File: config.mk
export PLATFORM = sky130hd
export DESIGN_NAME = searchable_deque_flat
export DESIGN_NICKNAME = d
export VERILOG_FILES = /design/src/hdl/sdq_pkg.sv /design/src/hdl/sdq_req_if.sv /design/src/hdl/sdq_rsp_if.sv /design/src/hdl/sdq_cell.sv /design/src/hdl/sdq_ctrl.sv /design/src/hdl/searchable_deque.sv /design/src/flat_wrapper.sv
export SDC_FILE = /design/constraint.sdc
export NUM_CORES = 1
export LEC_CHECK = 0
export BUFFER_PORTS_ARGS = -buffer_cell sky130_fd_sc_hd__buf_2
export CAP_MARGIN = 20
export CELL_PAD_IN_SITES_DETAIL_PLACEMENT = 1
export CELL_PAD_IN_SITES_GLOBAL_PLACEMENT = 1
export CORE_MARGIN = 10
export CORE_UTILIZATION = 30
export DETAILED_ROUTE_END_ITERATION = 8
export PLACE_DENSITY_LB_ADDON = 0.1
export SETUP_SLACK_MARGIN = 0.02
export SLEW_MARGIN = 20
export SYNTH_ARGS = -nofsm -noshare
export SYNTH_HDL_FRONTEND = slang
export SYNTH_SLANG_ARGS = --single-unit
export TNS_END_PERCENT = 100
File: constraint.sdc
create_clock -name clk -period 6.55 [get_ports clk]
set_clock_uncertainty 0.15 [all_clocks]
set_input_delay 0.655 -clock clk [delete_from_list [all_inputs] [get_ports clk]]
set_output_delay 0.655 -clock clk [all_outputs]
set_load 0.005 [all_outputs]
File: src/hdl/sdq_pkg.sv
// sdq_pkg: shared types, codes and constants of the searchable deque
// used by the interfaces, the cell chain, the controller and the checker
package sdq_pkg;

	localparam int LIST_DEPTH_DEF = 16;

	localparam int OP_W     = 3;
	localparam int VALUE_W  = 32;
	localparam int STATUS_W = 2;
	localparam int POS_W    = 4;
	localparam int LEN_W    = 5;

	typedef enum logic [OP_W-1:0] {
		OP_INS_FRONT = 3'd0,
		OP_INS_BACK  = 3'd1,
		OP_REM_FRONT = 3'd2,
		OP_REM_BACK  = 3'd3,
		OP_SEARCH    = 3'd4,
		OP_UPDATE    = 3'd5
	} op_t;

	localparam logic [STATUS_W-1:0] ST_OK        = 2'd0;
	localparam logic [STATUS_W-1:0] ST_EMPTY     = 2'd1;
	localparam logic [STATUS_W-1:0] ST_NOT_FOUND = 2'd2;
	localparam logic [STATUS_W-1:0] ST_FULL      = 2'd3;

	typedef enum logic [1:0] {
		FSM_IDLE,
		FSM_WALK,
		FSM_DONE
	} fsm_t;

	// what every cell does this cycle
	typedef enum logic [1:0] {
		CELL_HOLD,
		CELL_FROM_LEFT,
		CELL_FROM_RIGHT
	} cell_op_t;

	typedef struct packed {
		cell_op_t                   op;
		logic                       load_back;
		logic signed [VALUE_W-1:0]  front_in;
		logic signed [VALUE_W-1:0]  wrap_in;
	} chain_ctrl_t;

endpackage

File: src/hdl/sdq_req_if.sv
// sdq_req_if: request channel of the searchable deque
// depends on sdq_pkg for field widths
interface sdq_req_if
	import sdq_pkg::*;
();
	logic                      valid;
	logic                      ready;
	logic [OP_W-1:0]           operation;
	logic signed [VALUE_W-1:0] operand_value;
	logic signed [VALUE_W-1:0] replacement_value;

	modport source (output valid, output operation, output operand_value,
		output replacement_value, input ready);
	modport sink (input valid, input operation, input operand_value,
		input replacement_value, output ready);
endinterface

File: src/hdl/sdq_rsp_if.sv
// sdq_rsp_if: result channel of the searchable deque
// depends on sdq_pkg for field widths
interface sdq_rsp_if
	import sdq_pkg::*;
();
	logic                valid;
	logic                ready;
	logic [STATUS_W-1:0] status;
	logic [POS_W-1:0]    match_position;
	logic [LEN_W-1:0]    list_length;

	modport source (output valid, output status, output match_position,
		output list_length, input ready);
	modport sink (input valid, input status, input match_position,
		input list_length, output ready);
endinterface

File: src/hdl/sdq_cell.sv
// sdq_cell: one storage cell of the deque chain, holds the entry at one position
// depends on sdq_pkg for the cell operation codes
module sdq_cell
	import sdq_pkg::*;
(
	input  logic                      clk,
	input  cell_op_t                  op,
	input  logic                      load,
	input  logic signed [VALUE_W-1:0] load_val,
	input  logic signed [VALUE_W-1:0] from_left,
	input  logic signed [VALUE_W-1:0] from_right,
	output logic signed [VALUE_W-1:0] value_q
);

	always_ff @(posedge clk) begin
		case (op)
			CELL_FROM_LEFT:  value_q <= from_left;
			CELL_FROM_RIGHT: value_q <= from_right;
			default: begin
				if (load) begin
					value_q <= load_val;
				end
			end
		endcase
	end

endmodule

File: src/hdl/sdq_ctrl.sv
// sdq_ctrl: sequencer of the deque, keeps the length, walks the chain for
// search and update, and holds the result register; depends on sdq_pkg
module sdq_ctrl
	import sdq_pkg::*;
#(
	parameter int LIST_DEPTH = LIST_DEPTH_DEF,
	parameter int IW = $clog2(LIST_DEPTH),
	parameter int CW = $clog2(LIST_DEPTH + 1)
) (
	input  logic                      clk,
	input  logic                      arst_n,
	sdq_req_if.sink                   req,
	sdq_rsp_if.source                 rsp,
	input  logic signed [VALUE_W-1:0] head_val,
	output chain_ctrl_t               chain,
	output logic [CW-1:0]             count
);

	fsm_t                      state_q, state_nxt;
	logic [IW-1:0]             step_q;
	logic [CW-1:0]             count_q, count_nxt;
	logic                      found_q;
	logic [IW-1:0]             pos_q;
	logic                      upd_q;
	logic signed [VALUE_W-1:0] key_q;
	logic signed [VALUE_W-1:0] repl_q;

	logic                      out_valid_q;
	logic [STATUS_W-1:0]       status_q;
	logic [POS_W-1:0]          match_q;
	logic [LEN_W-1:0]          len_q;

	logic                      out_free;
	logic                      acc;
	logic                      full;
	logic                      empty;
	logic                      is_find;
	logic                      hit;
	logic                      last_step;
	logic                      rsp_load;
	logic [STATUS_W-1:0]       res_status;

	assign out_free  = !out_valid_q || rsp.ready;
	assign req.ready = (state_q == FSM_IDLE) && out_free;
	assign acc       = req.valid && req.ready;
	assign full      = (count_q == CW'(LIST_DEPTH));
	assign empty     = (count_q == '0);
	assign is_find   = (req.operation == OP_SEARCH) || (req.operation == OP_UPDATE);
	assign last_step = (step_q == IW'(LIST_DEPTH - 1));
	// the entry at position step_q sits in cell 0 during the walk
	assign hit       = (head_val == key_q) && (CW'(step_q) < count_q) && !found_q;
	// a result is loaded right at the request, or after the walk
	assign rsp_load  = ((state_q == FSM_IDLE) && acc && !(is_find && !empty))
		|| ((state_q == FSM_DONE) && out_free);

	assign count          = count_q;
	assign rsp.valid      = out_valid_q;
	assign rsp.status     = status_q;
	assign rsp.match_position = match_q;
	assign rsp.list_length    = len_q;

	// next state
	always_comb begin
		state_nxt = state_q;
		case (state_q)
			FSM_IDLE: begin
				if (acc && is_find && !empty) begin
					state_nxt = FSM_WALK;
				end
			end
			FSM_WALK: begin
				if (last_step) begin
					state_nxt = FSM_DONE;
				end
			end
			FSM_DONE: begin
				if (out_free) begin
					state_nxt = FSM_IDLE;
				end
			end
			default: state_nxt = FSM_IDLE;
		endcase
	end

	// chain control and the results loaded right at the request
	always_comb begin
		chain.op        = CELL_HOLD;
		chain.load_back = 1'b0;
		chain.front_in  = req.operand_value;
		chain.wrap_in   = head_val;
		count_nxt       = count_q;
		res_status      = ST_OK;
		case (state_q)
			FSM_IDLE: begin
				if (acc) begin
					case (req.operation)
						OP_INS_FRONT: begin
							if (full) begin
								res_status = ST_FULL;
							end else begin
								chain.op  = CELL_FROM_LEFT;
								count_nxt = count_q + CW'(1);
							end
						end
						OP_INS_BACK: begin
							if (full) begin
								res_status = ST_FULL;
							end else begin
								chain.load_back = 1'b1;
								count_nxt       = count_q + CW'(1);
							end
						end
						OP_REM_FRONT: begin
							if (empty) begin
								res_status = ST_EMPTY;
							end else begin
								chain.op  = CELL_FROM_RIGHT;
								count_nxt = count_q - CW'(1);
							end
						end
						OP_REM_BACK: begin
							if (empty) begin
								res_status = ST_EMPTY;
							end else begin
								count_nxt = count_q - CW'(1);
							end
						end
						OP_SEARCH, OP_UPDATE: begin
							res_status = ST_NOT_FOUND;
						end
						default: res_status = ST_OK;
					endcase
				end
			end
			FSM_WALK: begin
				// full rotation brings every entry back to its own cell
				chain.op = CELL_FROM_RIGHT;
				if (hit && upd_q) begin
					chain.wrap_in = repl_q;
				end
			end
			default: chain.op = CELL_HOLD;
		endcase
	end

	always_ff @(posedge clk or negedge arst_n) begin
		if (!arst_n) begin
			state_q     <= FSM_IDLE;
			count_q     <= '0;
			step_q      <= '0;
			found_q     <= 1'b0;
			out_valid_q <= 1'b0;
		end else begin
			state_q <= state_nxt;
			count_q <= count_nxt;
			if (rsp_load) begin
				out_valid_q <= 1'b1;
			end else if (rsp.ready) begin
				out_valid_q <= 1'b0;
			end
			case (state_q)
				FSM_IDLE: begin
					step_q  <= '0;
					found_q <= 1'b0;
				end
				FSM_WALK: begin
					step_q <= step_q + IW'(1);
					if (hit) begin
						found_q <= 1'b1;
					end
				end
				default: step_q <= '0;
			endcase
		end
	end

	always_ff @(posedge clk) begin
		if (state_q == FSM_IDLE && acc) begin
			key_q    <= req.operand_value;
			repl_q   <= req.replacement_value;
			upd_q    <= (req.operation == OP_UPDATE);
			status_q <= res_status;
			match_q  <= '0;
			len_q    <= LEN_W'(count_nxt);
		end
		if (state_q == FSM_WALK && hit) begin
			pos_q <= step_q;
		end
		if (state_q == FSM_DONE && out_free) begin
			status_q <= found_q ? ST_OK : ST_NOT_FOUND;
			match_q  <= found_q ? POS_W'(pos_q) : '0;
			len_q    <= LEN_W'(count_q);
		end
	end

endmodule

File: src/hdl/searchable_deque.sv
// searchable_deque: bounded list of signed 32-bit values with front and back
// insert and remove, search and update of the first match. Entries sit in a
// chain of LIST_DEPTH cells in order from the front, cell 0 holding the front.
// Inserts and removes finish as the request is taken: the chain shifts, one
// cell loads or only the length changes, and the result is shown on the next
// cycle. Search and update rotate the whole chain once through cell 0, one
// position per cycle, then load the result in the DONE state, and no new
// request is taken until the controller is back in idle; that rotation sets
// the worst-case rate. A new request is taken whenever the controller is idle
// and the result register is empty or being read in the same cycle.
module searchable_deque
	import sdq_pkg::*;
#(
	parameter int LIST_DEPTH = LIST_DEPTH_DEF
) (
	input  logic      clk,
	input  logic      arst_n,
	sdq_req_if.sink   req,
	sdq_rsp_if.source rsp
);

	localparam int CW = $clog2(LIST_DEPTH + 1);

	logic signed [VALUE_W-1:0] cell_val [LIST_DEPTH];
	chain_ctrl_t               chain;
	logic [CW-1:0]             count;

	sdq_ctrl #(
		.LIST_DEPTH(LIST_DEPTH)
	) u_ctrl (
		.clk      (clk),
		.arst_n   (arst_n),
		.req      (req),
		.rsp      (rsp),
		.head_val (cell_val[0]),
		.chain    (chain),
		.count    (count)
	);

	for (genvar k = 0; k < LIST_DEPTH; k++) begin : g_cell
		logic signed [VALUE_W-1:0] left_in;
		logic signed [VALUE_W-1:0] right_in;

		if (k == 0) begin : g_first
			assign left_in = chain.front_in;
		end else begin : g_mid_l
			assign left_in = cell_val[k-1];
		end

		// last cell closes the ring back to the front
		if (k == LIST_DEPTH - 1) begin : g_last
			assign right_in = chain.wrap_in;
		end else begin : g_mid_r
			assign right_in = cell_val[k+1];
		end

		sdq_cell u_cell (
			.clk        (clk),
			.op         (chain.op),
			.load       (chain.load_back && (count == CW'(k))),
			.load_val   (chain.front_in),
			.from_left  (left_in),
			.from_right (right_in),
			.value_q    (cell_val[k])
		);
	end

endmodule

File: src/flat_wrapper.sv
// flat-port wrapper written by rule: the top's interface ports become plain ports
module searchable_deque_flat import sdq_pkg::*;
#(
	parameter int LIST_DEPTH = LIST_DEPTH_DEF
)
  (clk, arst_n, req_valid, req_operation, req_operand_value, req_replacement_value, req_ready, rsp_valid, rsp_status, rsp_match_position, rsp_list_length, rsp_ready);
  sdq_req_if req_i ();
  sdq_rsp_if rsp_i ();
  input  logic clk;
  input  logic arst_n;
  input wire logic [$bits(req_i.valid)-1:0] req_valid;
  input wire logic [$bits(req_i.operation)-1:0] req_operation;
  input wire logic [$bits(req_i.operand_value)-1:0] req_operand_value;
  input wire logic [$bits(req_i.replacement_value)-1:0] req_replacement_value;
  output wire logic [$bits(req_i.ready)-1:0] req_ready;
  output wire logic [$bits(rsp_i.valid)-1:0] rsp_valid;
  output wire logic [$bits(rsp_i.status)-1:0] rsp_status;
  output wire logic [$bits(rsp_i.match_position)-1:0] rsp_match_position;
  output wire logic [$bits(rsp_i.list_length)-1:0] rsp_list_length;
  input wire logic [$bits(rsp_i.ready)-1:0] rsp_ready;
  assign req_i.valid = req_valid;
  assign req_i.operation = req_operation;
  assign req_i.operand_value = req_operand_value;
  assign req_i.replacement_value = req_replacement_value;
  assign req_ready = req_i.ready;
  assign rsp_valid = rsp_i.valid;
  assign rsp_status = rsp_i.status;
  assign rsp_match_position = rsp_i.match_position;
  assign rsp_list_length = rsp_i.list_length;
  assign rsp_i.ready = rsp_ready;
  searchable_deque #(.LIST_DEPTH(LIST_DEPTH)) u_core (.clk(clk), .arst_n(arst_n), .req(req_i), .rsp(rsp_i));
endmodule
==> results_dict.tcl <==
set metrics [dict create \
    status "completed" \
    synth_nets 2206 \
    initial_utilization_pct 30.3 \
    row_count 110 \
    drv_slew 0 \
    fp.dieW_um 322 \
    final_net_count 2196 \
    hold_path_class "primary input to flop" \
    grt_pass1_wl_mm 132 \
    crit-reg2reg-capture "u_core.g_cell[12].u_cell.value_q[11]" \
    layout_common_cells "edfxtp_1 (592), nor2_1 (461), a221oi_1 (450)" \
    portBuffers 83 \
    worst_ep_required_time_ns 6.82 \
    synth_area_sq_um 27300 \
    first_pass_iters 8 \
    synth.avg_cell_area_sq_um 12.8 \
    layout_commonest_cell "edfxtp_1" \
    fmax_mhz 198 \
    cp.arrival_ns 5.33 \
    slew_headroom_pct 25.1 \
    finalHoldViolCount 0 \
    worst-path-max-fanout 156 \
    p_total_mw 19.3 \
    cts_tree "done" \
    hpwl_mm 51.6 \
    wl_met2_mm 43.0 \
    grt_max_degree 222 \
    synth_seq_cells 605 \
    ctsRootBufferMaster "clkbuf_16" \
    grt_pass1_vias 19100 \
    ir_worst_vdd_uv 316 \
    htree_levels 3 \
    syn_to_final_growth_pct 14.6 \
    r2r_start "u_core.u_ctrl.count[1]" \
    ys_seq_area_share_pct 66.4 \
    final_layout_size_suffix_gt1_share_pct 14.1 \
    ff2ff_path_depth 12 \
    grt_usage_pct 16.9 \
    cts_made_buffers 71 \
    synth_edf_count 592 \
    num_vias 19100 \
    rsz0062_at_grt "false" \
    worst_pin_slew_ns 1.12 \
    avgViaCountPerCell 5.73 \
    met1Wirelength_mm 40.8 \
    p_leak_nw 10.8 \
    dr_wl_met3_mm 3.77 \
    fillers 9407 \
    cts_buffer_depth 3 \
    yosysWarnings 0 \
    grt_antenna_before_repair 2 \
    async_flop_share_pct 2.15 \
    reg2reg_slack_ns 1.49 \
    endpoint "u_core.g_cell[12].u_cell.value_q[11]" \
    die_area_sq_um 103000 \
    grt_overflow 0 \
    wire_per_inst_um 26.9 \
    multi_input_area_sq_um 8560 \
    top_layer "met4" \
    drcViolationCount 0 \
    io_pins 84 \
    setup.worst_path.start_class "flop" \
    setup_violations 0 \
    ys_dominant_reg_cell "edfxtp_1" \
    clk_pin_slew_ns 0.06 \
    ant_nets 0 \
    core-area_sq_um 90100 \
    setup.worst_path.start "u_core.u_ctrl.count[1]" \
    drv_cap 0 \
    gp_congestion 0.745 \
    end_kind "flop" \
    finalSetupTns_ns 0 \
    fin_crit_sh_pct 77.3 \
    power_density_nw_per_um2 619 \
    clock-sinks 605 \
    critPathKind "flop to flop" \
    syn_inst 2123 \
    period_minus_slack_ns 5.06 \
    worstSkewPairLatency_ns 0.62 \
    drtIter0Drc 1562 \
    wl_mm 89.9 \
    ys_types 36 \
    area.sequential_sq_um 18100 \
    die_h_um 322 \
]
[stage by stage]
step	worst slack [ns]	hold slack [ns]	utilization [%]	cell area (sq um)	std cells
global route	1.12	0.0363	34.7	31300	3340
CTS	1.59	0.0145	34.6	31200	3340
global placement	1.68	0.408	32.2	29000	3215
finish	1.49	0.0553	34.7	31300	3342
detailed placement	1.58	0.412	32.2	29000	3215
floorplan	1.33	0.209	-	27300	2123
[worst min path at each step]
stage | cells after the start | slack, ns | end | from
after CTS | 1 | 0.01 | u_core.u_ctrl.repl_q[12] | req_replacement_value[12]
after detailed placement | 1 | 0.41 | u_core.u_ctrl.rsp.match_position[1] | u_core.u_ctrl.pos_q[1]
final | 1 | 0.06 | u_core.u_ctrl.repl_q[12] | req_replacement_value[12]
after global placement | 2 | 0.41 | u_core.g_cell[14].u_cell.value_q[31] | u_core.g_cell[15].u_cell.value_q[31]
after global routing | 1 | 0.04 | u_core.u_ctrl.repl_q[12] | req_replacement_value[12]
after floorplan | 0 | 0.21 | u_core.u_ctrl.count[0] | arst_n
[cell type report]
cell class	count	share of cell area [%]
Inverter	11	0.140
Timing Repair Buffer	134	2.80
Sequential cell	605	57.9
Clock buffer	90	6.22
Tap cell	1176	4.71
Multi-Input combinational cell	1290	27.4
Antenna cell	2	0.0160
Clock inverter	34	0.813
[layer usage]
layer / track usage (%) / up-vias
li1: - / 8537
met1: 23.2 / 10000
met2: 27.4 / 456
met3: 2.35 / 114
met4: 5.31 / 0
met5: 0 / -
[report_power, final]
| group | leakage [nW] | internal [mW] | switching (mW) |
|---|---|---|---|
| sequential | 6.22 | 7.41 | 1.22 |
| clock | 1.09 | 2.22 | 1.64 |
| combinational | 3.47 | 2.46 | 4.40 |
| total | 10.8 | 12.1 | 7.25 |
[registers in the layout, summed over array words and instances (netlist names), 4 cells and up]
| name | count |
|---|---|
| u_core.g_cell.u_cell.value_q | 512 |
| u_core.u_ctrl.count | 5 |
| u_core.u_ctrl.key_q | 32 |
| u_core.u_ctrl.pos_q | 4 |
| u_core.u_ctrl.repl_q | 32 |
| u_core.u_ctrl.rsp.list_length | 5 |
| u_core.u_ctrl.rsp.match_position | 4 |
| u_core.u_ctrl.step_q | 4 |
[cell families after synthesis]
| kind of cell | after synthesis | synth area share [%] |
|---|---|---|
| AND/OR/NAND/NOR | 654 | 10.5 |
| flip-flops | 605 | 66.4 |
| AO/OA/AOI/OAI | 555 | 16.9 |
| buffers and inverters | 228 | 3.17 |
| XOR/XNOR | 37 | 1.19 |
| multiplexers | 32 | 1.32 |
| adder cells (fa/ha/maj) | 12 | 0.550 |
[Yosys cell counts, types with 13 or more instances]
library cell	instances	area (sq um)
nand4_1	34	213
nand2b_1	39	244
a21oi_1	36	180
o221ai_1	34	298
nor2b_1	34	213
xor2_1	33	289
nor2_1	462	1730
edfxtp_1	592	17800
clkbuf_1	207	777
a221oi_1	450	3940
nand2_1	16	60.1
nand3_1	41	205
dfrtp_1	13	325
mux2_2	32	360
[worst max-delay path, stage by stage (launching register included)]
cell      delay, ns
dfrtp_1        0.44
inv_1          0.23
ha_1           0.29
nand3_1        0.24
nand3b_1       0.30
nor3_1         0.09
nor2_1         0.14
or2_1          0.16
ha_4           0.74
buf_12         0.58
buf_4          0.84
a221oi_1       0.17
nor2_1         0.23
[timing repair]
action,in CTS,in global routing
hold buffers,1,0
resized for setup,0,0
setup buffers,0,0
hold endpoints to repair,13,0
No activity file was read; power rests on OpenSTA's default activity.
